===== src/rtl/core/psg_pkg.sv =====
// Shared types and constants of the pulse/saw sound generator.
package psg_pkg;

   localparam int STEP_W      = 24;
   localparam int SHIFT_W     = 4;
   localparam int CHAN_W      = 3;
   localparam int CSR_IDX_W   = 3;
   localparam int CSR_DATA_W  = 24;
   localparam int PHASE_W     = 32;
   localparam int CYC_W       = 33;
   localparam int SPEED_W     = 29;
   localparam int SUM_W       = 24;
   localparam int CNT_W       = 13;
   localparam int LEVEL_W     = 13;
   localparam int DIV_CNT_W   = 5;

   localparam logic [SHIFT_W-1:0] MAX_SHIFT = 4'd8;
   localparam logic [SPEED_W-1:0] PULSE_MIN_SPEED = 29'd4096;
   localparam logic [SPEED_W-1:0] SAW_MIN_SPEED   = 29'd524288;

   localparam logic [CSR_IDX_W-1:0] CSR_PULSE_STEP = 3'd0;
   localparam logic [CSR_IDX_W-1:0] CSR_SAW_STEP   = 3'd1;
   localparam logic [CSR_IDX_W-1:0] CSR_LEVEL_SH   = 3'd2;
   localparam logic [CSR_IDX_W-1:0] CSR_CH_ENABLE  = 3'd3;
   localparam logic [CSR_IDX_W-1:0] CSR_CH_MUTE    = 3'd4;

   localparam logic CMD_WRITE  = 1'b0;
   localparam logic CMD_SAMPLE = 1'b1;

   localparam logic [1:0] CH_PULSE0 = 2'd0;
   localparam logic [1:0] CH_PULSE1 = 2'd1;
   localparam logic [1:0] CH_SAW    = 2'd2;

   localparam logic [1:0] REG_CTRL    = 2'd0;
   localparam logic [1:0] REG_PER_LO  = 2'd1;
   localparam logic [1:0] REG_PER_HI  = 2'd2;

   typedef enum logic [2:0] {
      ST_IDLE,
      ST_LOAD,
      ST_STEP,
      ST_DIV,
      ST_DONE
   } state_type;

endpackage


===== src/rtl/core/psg_req_if.sv =====
// Input channel: register write or sample request.
interface psg_req_if;
   logic       valid;
   logic       ready;
   logic       cmd;
   logic [1:0] channel;
   logic [1:0] reg_index;
   logic [7:0] write_value;

   modport source (output valid, cmd, channel, reg_index, write_value, input ready);
   modport sink   (input valid, cmd, channel, reg_index, write_value, output ready);
endinterface


===== src/rtl/core/psg_rsp_if.sv =====
// Result channel: mixed sample and per-channel levels.
interface psg_rsp_if;
   logic        valid;
   logic        ready;
   logic [13:0] mix_sample;
   logic [11:0] pulse0_level;
   logic [11:0] pulse1_level;
   logic [12:0] saw_level;

   modport source (output valid, mix_sample, pulse0_level, pulse1_level, saw_level,
                   input ready);
   modport sink   (input valid, mix_sample, pulse0_level, pulse1_level, saw_level,
                   output ready);
endinterface


===== src/rtl/core/pulse_saw_sound_generator_unit.sv =====
// Top level: two pulse channels and one saw channel, averaged per output sample.
//
//  channel | dir | handshake        | payload
//  req     | in  | valid/ready      | cmd, channel, reg_index, write_value
//  rsp     | out | valid/ready      | mix_sample, pulse0/pulse1/saw_level
//  csr     | in  | csr_wr_en only   | csr_index, csr_wr_data
//
// A write item is taken in the idle state. A sample item passes, per live channel,
// through a load state, the substep walk over the substeps crossed this sample
// and the divider; a done state then posts the result.
// A channel below its minimum speed spends only its load state.
// One shared adder walks the substeps; one restoring divider forms each average.
// Synchronous reset clears channel registers and walk state and sets CSR defaults.
// A result waiting on rsp does not block new writes; the next sample waits there.
module pulse_saw_sound_generator_unit
   import psg_pkg::*;
(
   input  logic                  clock,
   input  logic                  reset,
   psg_req_if.sink               req_bus,
   psg_rsp_if.source             rsp_bus,
   input  logic                  csr_wr_en,
   input  logic [CSR_IDX_W-1:0]  csr_index,
   input  logic [CSR_DATA_W-1:0] csr_wr_data
);

   state_type state_ff, state_in;

   logic [STEP_W-1:0]  pulse_step_ff, saw_step_ff;
   logic [SHIFT_W-1:0] level_shift_ff;
   logic [CHAN_W-1:0]  chan_en_ff, chan_mute_ff;

   logic [7:0]         regs_ff [3][3];
   logic [7:0]         regs_in [3][3];
   logic [SPEED_W-1:0] speed_ff [3];
   logic [SPEED_W-1:0] speed_in [3];
   logic [2:0]         dirty_ff, dirty_in;
   logic [PHASE_W-1:0] phase_ff [3];
   logic [PHASE_W-1:0] phase_in [3];
   logic [6:0]         sub_ff [3];
   logic [6:0]         sub_in [3];
   logic [3:0]         pos_ff [3];
   logic [3:0]         pos_in [3];
   logic [8:0]         saw_acc_ff, saw_acc_in;

   logic [1:0]              ch_ff, ch_in;
   logic signed [CYC_W-1:0] cyc_ff, cyc_in;
   logic [SUM_W-1:0]        sum_ff, sum_in;
   logic [CNT_W-1:0]        count_ff, count_in;
   logic [CNT_W-1:0]        rem_ff, rem_in;
   logic [DIV_CNT_W-1:0]    div_cnt_ff, div_cnt_in;
   logic [LEVEL_W-1:0]      res_ff [3];
   logic [LEVEL_W-1:0]      res_in [3];

   logic        rsp_valid_ff, rsp_valid_in;
   logic [13:0] mix_ff, mix_in;
   logic [11:0] p0_ff, p0_in, p1_ff, p1_in;
   logic [12:0] sw_ff, sw_in;

   // combinational helpers
   logic [SHIFT_W-1:0]      eff_sh;
   logic                    is_saw;
   logic [7:0]              r0, r1, r2;
   logic [12:0]             pp1;
   logic [SPEED_W-1:0]      speed_new, speed_sel;
   logic [4:0]              base_lvl;
   logic [LEVEL_W-1:0]      level;
   logic signed [CYC_W-1:0] phase_ext, speed_ext;
   logic                    more;
   logic [CNT_W:0]          rem_sh;
   logic                    qbit;
   logic [SUM_W-1:0]        quot;
   logic                    silenced;
   logic [3:0]              pos_nx;
   logic [8:0]              acc_nx;
   logic [LEVEL_W-1:0]      m0, m1, m2;
   logic                    req_xfer;

   assign req_bus.ready = (state_ff == ST_IDLE);
   assign req_xfer      = req_bus.valid && req_bus.ready;

   assign eff_sh    = (level_shift_ff > MAX_SHIFT) ? MAX_SHIFT : level_shift_ff;
   assign is_saw    = (ch_ff == CH_SAW);
   assign r0        = regs_ff[ch_ff][REG_CTRL];
   assign r1        = regs_ff[ch_ff][REG_PER_LO];
   assign r2        = regs_ff[ch_ff][REG_PER_HI];
   assign pp1       = {1'b0, r2[3:0], r1} + 13'd1;
   assign speed_new = is_saw ? {pp1, 16'd0} : {7'd0, pp1, 9'd0};
   assign speed_sel = dirty_ff[ch_ff] ? speed_new : speed_ff[ch_ff];
   assign phase_ext = {phase_ff[ch_ff][PHASE_W-1], phase_ff[ch_ff]};
   assign speed_ext = {4'd0, speed_ff[ch_ff]};

   // pulse is silent through the low duty positions unless bit 7 forces it on
   always_comb begin
      if (is_saw) begin
         base_lvl = saw_acc_ff[7:3];
      end else if (!r0[7] && (pos_ff[ch_ff] <= {1'b0, r0[6:4]})) begin
         base_lvl = 5'd0;
      end else begin
         base_lvl = {1'b0, r0[3:0]};
      end
   end
   assign level = LEVEL_W'(base_lvl) << eff_sh;

   assign more = is_saw ? cyc_ff[CYC_W-1] : (!cyc_ff[CYC_W-1] && (cyc_ff != '0));

   // one restoring divide step
   assign rem_sh   = {rem_ff, sum_ff[SUM_W-1]};
   assign qbit     = (rem_sh >= {1'b0, count_ff});
   assign quot     = {sum_ff[SUM_W-2:0], qbit};
   assign silenced = chan_mute_ff[ch_ff] || !r2[7];

   assign m0 = chan_en_ff[0] ? res_ff[0] : '0;
   assign m1 = chan_en_ff[1] ? res_ff[1] : '0;
   assign m2 = chan_en_ff[2] ? res_ff[2] : '0;

   always_comb begin
      state_in     = state_ff;
      regs_in      = regs_ff;
      speed_in     = speed_ff;
      dirty_in     = dirty_ff;
      phase_in     = phase_ff;
      sub_in       = sub_ff;
      pos_in       = pos_ff;
      saw_acc_in   = saw_acc_ff;
      ch_in        = ch_ff;
      cyc_in       = cyc_ff;
      sum_in       = sum_ff;
      count_in     = count_ff;
      rem_in       = rem_ff;
      div_cnt_in   = div_cnt_ff;
      res_in       = res_ff;
      rsp_valid_in = rsp_valid_ff && !rsp_bus.ready;
      mix_in       = mix_ff;
      p0_in        = p0_ff;
      p1_in        = p1_ff;
      sw_in        = sw_ff;
      pos_nx       = pos_ff[ch_ff] + 4'd1;
      acc_nx       = saw_acc_ff + {3'd0, regs_ff[CH_SAW][REG_CTRL][5:0]};

      unique case (state_ff)
         ST_IDLE: begin
            if (req_xfer) begin
               if (req_bus.cmd == CMD_SAMPLE) begin
                  ch_in    = CH_PULSE0;
                  state_in = ST_LOAD;
               end else if (req_bus.channel != 2'd3 && req_bus.reg_index != 2'd3) begin
                  regs_in[req_bus.channel][req_bus.reg_index] = req_bus.write_value;
                  if (req_bus.reg_index != REG_CTRL) begin
                     dirty_in[req_bus.channel] = 1'b1;
                  end
               end
            end
         end
         ST_LOAD: begin
            speed_in[ch_ff] = speed_sel;
            dirty_in[ch_ff] = 1'b0;
            sum_in          = '0;
            count_in        = '0;
            if (is_saw) begin
               cyc_in = phase_ext - $signed({3'd0, saw_step_ff, 6'd0});
            end else begin
               cyc_in = phase_ext + $signed({9'd0, pulse_step_ff});
            end
            if (speed_sel < (is_saw ? SAW_MIN_SPEED : PULSE_MIN_SPEED)) begin
               res_in[ch_ff] = '0;
               if (is_saw) begin
                  state_in = ST_DONE;
               end else begin
                  ch_in = ch_ff + 2'd1;
               end
            end else begin
               state_in = ST_STEP;
            end
         end
         ST_STEP: begin
            sum_in   = sum_ff + SUM_W'(level);
            count_in = count_ff + 1'b1;
            if (more) begin
               cyc_in = is_saw ? (cyc_ff + speed_ext) : (cyc_ff - speed_ext);
               if (is_saw) begin
                  if (sub_ff[ch_ff] == 7'd63) begin
                     sub_in[ch_ff] = '0;
                     if (pos_nx == 4'd7) begin
                        pos_in[ch_ff] = '0;
                        saw_acc_in    = '0;
                     end else begin
                        pos_in[ch_ff] = pos_nx;
                        saw_acc_in    = acc_nx;
                     end
                  end else begin
                     sub_in[ch_ff] = sub_ff[ch_ff] + 7'd1;
                  end
               end else begin
                  sub_in[ch_ff] = sub_ff[ch_ff] + 7'd1;
                  if (sub_ff[ch_ff] == 7'd127) begin
                     pos_in[ch_ff] = pos_nx;
                  end
               end
            end else begin
               phase_in[ch_ff] = cyc_ff[PHASE_W-1:0];
               rem_in          = '0;
               div_cnt_in      = '0;
               state_in        = ST_DIV;
            end
         end
         ST_DIV: begin
            rem_in     = qbit ? CNT_W'(rem_sh - {1'b0, count_ff}) : rem_sh[CNT_W-1:0];
            sum_in     = quot;
            div_cnt_in = div_cnt_ff + 1'b1;
            if (div_cnt_ff == DIV_CNT_W'(SUM_W - 1)) begin
               res_in[ch_ff] = silenced ? '0 : quot[LEVEL_W-1:0];
               if (is_saw) begin
                  state_in = ST_DONE;
               end else begin
                  ch_in    = ch_ff + 2'd1;
                  state_in = ST_LOAD;
               end
            end
         end
         ST_DONE: begin
            if (!rsp_valid_ff || rsp_bus.ready) begin
               rsp_valid_in = 1'b1;
               mix_in       = 14'(m0) + 14'(m1) + 14'(m2);
               p0_in        = m0[11:0];
               p1_in        = m1[11:0];
               sw_in        = m2;
               state_in     = ST_IDLE;
            end
         end
         default: state_in = ST_IDLE;
      endcase
   end

   always_ff @(posedge clock) begin
      if (reset) begin
         state_ff <= ST_IDLE;
      end else begin
         state_ff <= state_in;
      end
   end

   always_ff @(posedge clock) begin
      if (reset) begin
         pulse_step_ff  <= 24'd2659739;
         saw_step_ff    <= 24'd1329869;
         level_shift_ff <= 4'd8;
         chan_en_ff     <= 3'd7;
         chan_mute_ff   <= 3'd0;
      end else if (csr_wr_en) begin
         unique case (csr_index)
            CSR_PULSE_STEP: pulse_step_ff  <= csr_wr_data[STEP_W-1:0];
            CSR_SAW_STEP:   saw_step_ff    <= csr_wr_data[STEP_W-1:0];
            CSR_LEVEL_SH:   level_shift_ff <= csr_wr_data[SHIFT_W-1:0];
            CSR_CH_ENABLE:  chan_en_ff     <= csr_wr_data[CHAN_W-1:0];
            CSR_CH_MUTE:    chan_mute_ff   <= csr_wr_data[CHAN_W-1:0];
            default: ;
         endcase
      end
   end

   always_ff @(posedge clock) begin
      if (reset) begin
         for (int c = 0; c < 3; c++) begin
            for (int r = 0; r < 3; r++) begin
               regs_ff[c][r] <= '0;
            end
            speed_ff[c] <= '0;
            phase_ff[c] <= '0;
            sub_ff[c]   <= '0;
            pos_ff[c]   <= '0;
         end
         dirty_ff     <= '0;
         saw_acc_ff   <= '0;
         rsp_valid_ff <= 1'b0;
      end else begin
         regs_ff      <= regs_in;
         speed_ff     <= speed_in;
         phase_ff     <= phase_in;
         sub_ff       <= sub_in;
         pos_ff       <= pos_in;
         dirty_ff     <= dirty_in;
         saw_acc_ff   <= saw_acc_in;
         rsp_valid_ff <= rsp_valid_in;
      end
   end

   always_ff @(posedge clock) begin
      ch_ff      <= ch_in;
      cyc_ff     <= cyc_in;
      sum_ff     <= sum_in;
      count_ff   <= count_in;
      rem_ff     <= rem_in;
      div_cnt_ff <= div_cnt_in;
      res_ff     <= res_in;
      mix_ff     <= mix_in;
      p0_ff      <= p0_in;
      p1_ff      <= p1_in;
      sw_ff      <= sw_in;
   end

   assign rsp_bus.valid        = rsp_valid_ff;
   assign rsp_bus.mix_sample   = mix_ff;
   assign rsp_bus.pulse0_level = p0_ff;
   assign rsp_bus.pulse1_level = p1_ff;
   assign rsp_bus.saw_level    = sw_ff;

   // divisor is at least one and the partial remainder stays below it
   a_div_nonzero: assert property (@(posedge clock) disable iff (reset)
      state_ff == ST_DIV |-> count_ff != '0)
      else $error("divide with zero substep count");

   a_rem_bound: assert property (@(posedge clock) disable iff (reset)
      state_ff == ST_DIV |-> rem_ff < count_ff)
      else $error("divider remainder out of range");

   a_saw_pos: assert property (@(posedge clock) disable iff (reset)
      pos_ff[CH_SAW] < 4'd7)
      else $error("saw step position past its wrap");

   a_pulse_phase: assert property (@(posedge clock) disable iff (reset)
      (state_ff == ST_DIV && ch_ff != CH_SAW) |->
      (phase_ff[ch_ff][PHASE_W-1] || phase_ff[ch_ff] == '0))
      else $error("pulse phase left positive after substep walk");

endmodule

===== src/flat_wrapper.sv =====
// flat-port wrapper written by rule: the top's interface ports become plain ports
module pulse_saw_sound_generator_unit_flat import psg_pkg::*;
  (clock, reset, csr_wr_en, csr_index, csr_wr_data, req_bus_valid, req_bus_cmd, req_bus_channel, req_bus_reg_index, req_bus_write_value, req_bus_ready, rsp_bus_valid, rsp_bus_mix_sample, rsp_bus_pulse0_level, rsp_bus_pulse1_level, rsp_bus_saw_level, rsp_bus_ready);
  psg_req_if req_bus_i ();
  psg_rsp_if rsp_bus_i ();
  input  logic clock;
  input  logic reset;
  input  logic csr_wr_en;
  input  logic [CSR_IDX_W-1:0] csr_index;
  input  logic [CSR_DATA_W-1:0] csr_wr_data;
  input wire logic [$bits(req_bus_i.valid)-1:0] req_bus_valid;
  input wire logic [$bits(req_bus_i.cmd)-1:0] req_bus_cmd;
  input wire logic [$bits(req_bus_i.channel)-1:0] req_bus_channel;
  input wire logic [$bits(req_bus_i.reg_index)-1:0] req_bus_reg_index;
  input wire logic [$bits(req_bus_i.write_value)-1:0] req_bus_write_value;
  output wire logic [$bits(req_bus_i.ready)-1:0] req_bus_ready;
  output wire logic [$bits(rsp_bus_i.valid)-1:0] rsp_bus_valid;
  output wire logic [$bits(rsp_bus_i.mix_sample)-1:0] rsp_bus_mix_sample;
  output wire logic [$bits(rsp_bus_i.pulse0_level)-1:0] rsp_bus_pulse0_level;
  output wire logic [$bits(rsp_bus_i.pulse1_level)-1:0] rsp_bus_pulse1_level;
  output wire logic [$bits(rsp_bus_i.saw_level)-1:0] rsp_bus_saw_level;
  input wire logic [$bits(rsp_bus_i.ready)-1:0] rsp_bus_ready;
  assign req_bus_i.valid = req_bus_valid;
  assign req_bus_i.cmd = req_bus_cmd;
  assign req_bus_i.channel = req_bus_channel;
  assign req_bus_i.reg_index = req_bus_reg_index;
  assign req_bus_i.write_value = req_bus_write_value;
  assign req_bus_ready = req_bus_i.ready;
  assign rsp_bus_valid = rsp_bus_i.valid;
  assign rsp_bus_mix_sample = rsp_bus_i.mix_sample;
  assign rsp_bus_pulse0_level = rsp_bus_i.pulse0_level;
  assign rsp_bus_pulse1_level = rsp_bus_i.pulse1_level;
  assign rsp_bus_saw_level = rsp_bus_i.saw_level;
  assign rsp_bus_i.ready = rsp_bus_ready;
  pulse_saw_sound_generator_unit u_core (.clock(clock), .reset(reset), .req_bus(req_bus_i), .rsp_bus(rsp_bus_i), .csr_wr_en(csr_wr_en), .csr_index(csr_index), .csr_wr_data(csr_wr_data));
endmodule

===== config.mk =====
export PLATFORM = sky130hd
export DESIGN_NAME = pulse_saw_sound_generator_unit_flat
export DESIGN_NICKNAME = d
export VERILOG_FILES = /design/src/rtl/core/psg_pkg.sv /design/src/rtl/core/psg_req_if.sv /design/src/rtl/core/psg_rsp_if.sv /design/src/rtl/core/pulse_saw_sound_generator_unit.sv /design/src/flat_wrapper.sv
export SDC_FILE = /design/constraint.sdc
export NUM_CORES = 2
export LEC_CHECK = 0
export BUFFER_PORTS_ARGS = -buffer_cell sky130_fd_sc_hd__buf_4
export CORE_MARGIN = 3
export CORE_UTILIZATION = 60
export DETAILED_ROUTE_END_ITERATION = 8
export PLACE_DENSITY = 0.85
export SLEW_MARGIN = 5
export SYNTH_ARGS = -nofsm -noshare
export SYNTH_HDL_FRONTEND = slang
export SYNTH_SLANG_ARGS = --single-unit

===== constraint.sdc =====
create_clock -name clock -period 7.55 [get_ports clock]
set_input_delay 0.3775 -clock clock [delete_from_list [all_inputs] [get_ports clock]]
set_output_delay 0.3775 -clock clock [all_outputs]
set_load 0.1 [all_outputs]

After elaboration in Yosys (flattened, before gate mapping)
Cells that the tools add are included.
W data, S select, Z words.
{"block": "op_classes", "add_sub_neg": 15, "n_lt_le_gt_ge": 14, "reduce_logical": 45, "n_bitwise": 14, "n_eq_ne": 27, "shifts": 1, "muxes": 97}
{"operator": "$mux W29", "n": 5}
{"operator": "$mux W33", "n": 3}
{"operator": "$bwmux W96", "n": 1}
{"operator": "$mux W32", "n": 3}
{"operator": "$mux W13", "n": 7}
{"operator": "$bwmux W87", "n": 1}
{"operator": "$mux W39", "n": 2}
{"operator": "$pmux W39 S2", "n": 1}
{"operator": "$bwmux W72", "n": 1}
{"operator": "$mux W24", "n": 3}
{"operator": "$pmux W24 S3", "n": 1}
{"operator": "$pmux W33 S2", "n": 1}
{"operator": "$bmux W32 S2", "n": 1}
{"operator": "$demux W32 S2", "n": 1}
{"operator": "$bmux W29 S2", "n": 1}
{"operator": "$demux W29 S2", "n": 1}
{"operator": "$pmux W13 S2", "n": 2}
{"operator": "$bmux W24 S2", "n": 1}
{"operator": "$demux W24 S2", "n": 1}
{"operator": "$mux W12", "n": 4}
{"operator": "$mux W21", "n": 2}
{"operator": "$and A39 B39 Y39", "n": 1}
{"operator": "$bwmux W39", "n": 1}
{"operator": "$not A39 Y39", "n": 1}
{"operator": "79 further kinds", "n": 167}
{"block": "totals", "in_bits": 45, "register_bits": 542, "out_inout_bits": 53}

Depth between registers and ports, before layout
{"block": "logic_depth", "word_depth": 11, "ltp_mapped": 32}

Least setup slack after synthesis
No wires, ideal clock.
{"block": "synth_timing", "path_type": "register -> register", "from": "reg u_core.ch_ff[1]", "to": "reg u_core.sum_ff[23], data pin", "path_stages_with_launch": 32, "slack_ps": 1288, "period_less_slack_ps": 6262, "n_path_buf": 7, "t_arrival_ps": 5989, "path_cell_list": "edfxtp_1 -> buf_6 -> buf_6 -> buf_4 -> buf_2 -> buf_2 -> buf_2 -> buf_1 -> mux2i_1 -> nor2_1 -> a21oi_1 -> ha_1 -> nor2b_1 -> o21a_1 -> o21ai_0 -> a21oi_1 -> a22o_1 -> a21oi_1 -> mux2_2 -> nor2_1 -> a31oi_1 -> nor2_1 -> ha_1 -> or2_2 -> a21oi_1 -> a21oi_1 -> o221a_2 -> a211oi_1 -> or2_2 -> nor4_1 -> xnor2_1 -> o22ai_1"}
{"block": "synth_via", "elab_chain_cells": 11, "elab_cells_between_ends": 16, "classes_between": "add/sub (1); order compare (1); eq/ne (1); shift (1); mux (9); bitwise (1); reduce/logical (2)"}
{"item": "start, declared", "line": "pulse_saw_sound_generator_unit.sv:46", "text": "logic [1:0] ch_ff, ch_in;"}
{"item": "start signal, assigned", "line": "pulse_saw_sound_generator_unit.sv:289", "text": "ch_ff <= ch_in;"}
{"item": "$not A2 Y3 (not written as such)", "line": "pulse_saw_sound_generator_unit.sv:84, pulse_saw_sound_generator_unit.sv:97"}
{"item": "$bmux W4 S2 or $bmux W24 S2 (tied branches)", "line": "pulse_saw_sound_generator_unit.sv:97, pulse_saw_sound_generator_unit.sv:84"}
{"item": "$mux W4 (not written as such) or $mux W24 (tied branches) (2 in series)"}
{"item": "$le A4 B3 Y1 or $logic_not A1 Y1 (tied branches)", "line": "pulse_saw_sound_generator_unit.sv:97", "text": "end else if (!r0[7] && (pos_ff[ch_ff] <= {1'b0, r0[6:4]})) begin"}
{"item": "$logic_and A1 B1 Y1", "line": "pulse_saw_sound_generator_unit.sv:97"}
{"item": "$mux W4", "line": "pulse_saw_sound_generator_unit.sv:97"}
{"item": "$mux W5 (*)", "line": "pulse_saw_sound_generator_unit.sv:95", "text": "if (is_saw) begin"}
{"item": "$shl A5 B4 Y13 (*)", "line": "pulse_saw_sound_generator_unit.sv:103", "text": "assign level = LEVEL_W'(base_lvl) << eff_sh;"}
{"item": "$add A24 B13 Y24 (*)", "line": "pulse_saw_sound_generator_unit.sv:177", "text": "sum_in = sum_ff + SUM_W'(level);"}
{"item": "$pmux W24 S3 (*)", "line": "pulse_saw_sound_generator_unit.sv:141", "text": "unique case (state_ff)"}
{"item": "end signal, assigned", "line": "pulse_saw_sound_generator_unit.sv:291", "text": "sum_ff <= sum_in;"}
{"item": "end, declared", "line": "pulse_saw_sound_generator_unit.sv:48", "text": "logic [SUM_W-1:0] sum_ff, sum_in;"}
Mark *: on every way between the ends. The rest lies on a longest branch, timed or not. The select of a mux whose other input is x is not followed.
A chain may end at the register's enable or synchronous reset.

Worst setup path after layout
Ends and elaborated chain as after synthesis.

==> results.sh <==
export IMPL_synth_compound_area_share_pct=17.81
export IMPL_coreArea_um2=49460
export IMPL_period_share_pct=81.16
export IMPL_fmax_ghz=0.1632
export IMPL_multiInputGateArea_um2=16800
export IMPL_grt_overflow_total=0
export IMPL_vias_per_cell=6.053
export IMPL_status="complete, no violations"
export IMPL_cts_buffers=55
export IMPL_antenna_cells=0
export IMPL_synth_xor_area_share_pct=4.644
export IMPL_netlist_area_um2=30360
export IMPL_clkLatencyLatePin_ps=610
export IMPL_synth_simple_gate_area_share_pct=19.02
export IMPL_skew_ps=14.95
export IMPL_synth_cells=3517
export IMPL_arrival_ps=6460
export IMPL_fill_cells=3958
export IMPL_power_leakage_nw=12.79
export IMPL_yosysSeqAreaShare_pct=41.01
export IMPL_grt_use_total_pct=28.16
export IMPL_synth_cell_types=89
export IMPL_slowest_delay_ps=540
export IMPL_grt_pass1_vias=24320
export IMPL_final_util_pct=67.50
export IMPL_slew_viol_final=0
export IMPL_antenna_left=0
export IMPL_place_gp_congestion=0.9077
export IMPL_antenna_found_initial=0
export IMPL_rsz0062_at_grt="false"
export IMPL_crit_slowest_cell="buf_12"
export IMPL_min_period_ps=6128
export IMPL_crit_path_start_kind="flop"
export IMPL_synth_fa_ha_area_share_pct=7.005
export IMPL_root_buffer="clkbuf_16"
export IMPL_tightest_slew_ps=1228
export IMPL_power_frac_seq_pct=32.9
export IMPL_post_cts_buffers=0
export IMPL_htreeDepth=2
export IMPL_p_clk_share_pct=22.8
export IMPL_cp_cell_sequence="buf_12 > mux2i_1 > o21ai_0 > ha_1 > nor2b_1 > o21a_1 > o21ai_0 > a21oi_1 > a22o_1 > a21oi_1 > mux2_2 > nor2_1 > a31oi_1 > nor2_1 > ha_1 > or2_2 > a21oi_1 > a21oi_1 > o221a_2 > a211oi_1 > or2_2 > nor4_1 > xnor2_1 > o22ai_1"
export IMPL_hp_class="in -> reg"
export IMPL_grt_pass1_wl_um=124600
export IMPL_critPathMaxFanout=98
export IMPL_areaGrowthSynthToFinish_pct=9.943
export IMPL_postSynthNetCount=3720
export IMPL_cts_sinks=532
export IMPL_tritoncts="yes"
export IMPL_cts_hold_buf=13
export IMPL_place_ws_ps=1591
export IMPL_whs_ps=25.92
export IMPL_synth_seq_cells=532
export IMPL_switchingPower_mw=4.924
export IMPL_swShare_pct=40.15
export IMPL_fin_ws_ps=1422
export IMPL_yosys_warnings=0
export IMPL_synth_ff_type="dfxtp_1"
export IMPL_synthMuxAreaShare_pct=6.680
export IMPL_synth_top_family_by_area="simple AND/OR/NAND/NOR gates"
export IMPL_p_int_mw=7.341
export IMPL_synth_edff_count=180
export IMPL_setup_tns_ps=0
export IMPL_end_kind="flop"
export IMPL_wl_per_cell_um=18.29
export IMPL_vias=25560
export IMPL_dp_hpwl_um=51900
export IMPL_final_nets=3716
export IMPL_avgSynthCellArea_um2=8.634
export IMPL_die_h_um=231.0
export IMPL_drt_iter0_drc=2401
export IMPL_peakVddDrop_mv=0.3329
export IMPL_initial_utilization_pct=61.39
export IMPL_path_clk_slew_ps=60
export IMPL_required_ps=7880
export IMPL_slew_headroom_pct=18.14
export IMPL_hold_viol=0
export IMPL_rows=81
export IMPL_drive_gt1_share_pct=7.729
export IMPL_max_cap_violations=0
export IMPL_die_width_um=231.0
export IMPL_regArea_um2=12450
export IMPL_combPwrFrac_pct=44.3
export IMPL_ios=98
export IMPL_crit_type="reg -> reg"
export IMPL_clk_path_buf_depth=3
export IMPL_dr_pass1_iters=6
export IMPL_port_buffer_count=97
export IMPL_timing_critical_path_mode_cell="a21oi_1"
export IMPL_drt_total_wl_um=77230
export IMPL_setup_violations=0
export IMPL_drc=0
export IMPL_grt_max_degree=183
export IMPL_power_density_nw_per_um2=367.4
export IMPL_ctsResizeCount=0
export IMPL_async_flop_share_pct=0
export IMPL_dieArea_um2=53340
flip-flops by register name, summed over array words and instances, names as in the netlist, 3 cells and up:
| signal | cells |
|---|---|
| u_core.chan_en_ff | 3 |
| u_core.chan_mute_ff | 3 |
| u_core.count_ff | 13 |
| u_core.cyc_ff | 33 |
| u_core.dirty_ff | 3 |
| u_core.div_cnt_ff | 5 |
| u_core.level_shift_ff | 4 |
| u_core.phase_ff | 96 |
| u_core.pos_ff | 12 |
| u_core.pulse_step_ff | 24 |
| u_core.regs_ff | 63 |
| u_core.rem_ff | 13 |
| u_core.res_ff | 39 |
| u_core.rsp_bus.mix_sample | 14 |
| u_core.rsp_bus.pulse0_level | 12 |
| u_core.rsp_bus.pulse1_level | 12 |
| u_core.rsp_bus.saw_level | 13 |
| u_core.saw_acc_ff | 8 |
| u_core.saw_step_ff | 24 |
| u_core.speed_ff | 87 |
| u_core.state_ff | 3 |
| u_core.sub_ff | 21 |
| u_core.sum_ff | 24 |
final cells by class:
class,count,area share (%)
inverter,93,1.046
clock buffer,84,5.109
sequential,532,37.30
clock inverter,18,0.5097
tap,664,2.489
multi-input combinational,2696,50.32
timing repair buffer,135,3.231
power groups by stage:
stage / registers, mW / logic, mW / clock network (mW)
global placement: 4.06 / 5.20 / 0
finish: 4.03 / 5.43 / 2.80
floorplan: 3.96 / 4.15 / 0
detailed placement: 4.08 / 5.30 / 0
CTS: 4.02 / 5.38 / 2.83
global route: 4.08 / 5.95 / 2.94
metrics by stage:
| step | std cells | area, um2 | power (mW) |
|---|---|---|---|
| floorplan | 3517 | 30360 | 8.105 |
| global placement | 4107 | 31380 | 9.264 |
| detailed placement | 4107 | 31380 | 9.375 |
| CTS | 4222 | 33380 | 12.23 |
| global route | 4222 | 33380 | 12.97 |
| finish | 4222 | 33380 | 12.27 |
path summary, 6_finish.rpt:
path | from | to | slack, ps | cells past startpoint
worst max-delay path | u_core.ch_ff[1] | u_core.sum_ff[23] | 1420 | 24
worst min-delay path | csr_wr_data[13] | u_core.saw_step_ff[13] | 30 | 3
worst max register to register | u_core.ch_ff[1] | u_core.sum_ff[23] | 1420 | 24
worst min register to register | u_core.phase_ff[85] | u_core.phase_ff[85] | 450 | 2
critical path, delay by kind of cell, from the launching register on:
kind	cells	cell delay, ps
mux	2	370
xor+xnor	1	130
buf+inv	1	540
simple gates	6	850
fa+ha+maj	2	670
flops	1	440
compound gates	12	2710
cells in the final DEF, fill, tap and decap left out, types with 22 or more instances in the layout:
cell	instances
a211oi_1	68
o21ai_0	195
nand2_1	567
and2_1	60
nand3_1	83
nor2_1	378
and3_1	24
a21o_1	56
mux2i_1	188
buf_4	119
o21a_1	22
clkbuf_16	59
xnor2_1	103
inv_1	93
nor3_1	31
edfxtp_1	180
a22oi_1	27
dfxtp_1	352
nor2b_1	33
a21oi_1	326
nand2b_1	30
xor2_1	58
ha_1	137
cell usage after synthesis (8+ instances only):
library cell / number / area, um2
or2_2: 10 / 62.56
a21oi_1: 326 / 1632
mux2_2: 13 / 146.4
a22oi_1: 27 / 202.7
edfxtp_1: 180 / 5405
o21a_1: 22 / 165.2
nor4_1: 16 / 100.1
and2_1: 61 / 381.6
xor2_1: 58 / 508.0
nand3b_1: 16 / 120.1
dfxtp_1: 352 / 7047
o31ai_1: 11 / 82.58
a211oi_1: 68 / 510.5
inv_1: 93 / 349.1
nand2_1: 568 / 2132
fa_1: 20 / 400.4
or3_1: 10 / 62.56
o21ai_0: 195 / 975.9
nor2b_1: 33 / 206.5
mux2i_1: 188 / 1882
buf_1: 24 / 90.09
ha_1: 138 / 1727
a21o_1: 56 / 420.4
xnor2_1: 103 / 902.1
nand2b_1: 30 / 187.7
nand4_1: 17 / 106.4
buf_2: 14 / 70.07
o2bb2ai_1: 18 / 157.7
o211ai_1: 17 / 127.6
nor2_1: 382 / 1434
nand3_1: 83 / 415.4
a22o_1: 8 / 70.07
a211o_1: 15 / 131.4
clkbuf_1: 149 / 559.3
nor3_1: 32 / 160.2
and3_1: 25 / 156.4
a31oi_1: 21 / 131.4
per-layer routing:
layer,vias up,GRT usage [%],share of wire (%)
met3,224,3.850,6.3
met5,-,0,0
met1,12070,36.51,42
met4,0,10.96,3.8
met2,904,47.85,48
li1,12360,-,-
cell families after synthesis:
logic type	after synthesis
buffers and inverters	289
XOR/XNOR	161
adder cells (fa/ha/maj)	158
AND/OR/NAND/NOR	1309
flip-flops	532
multiplexers	201
AO/OA/AOI/OAI	867
No activity file was read; power rests on OpenSTA's default activity.
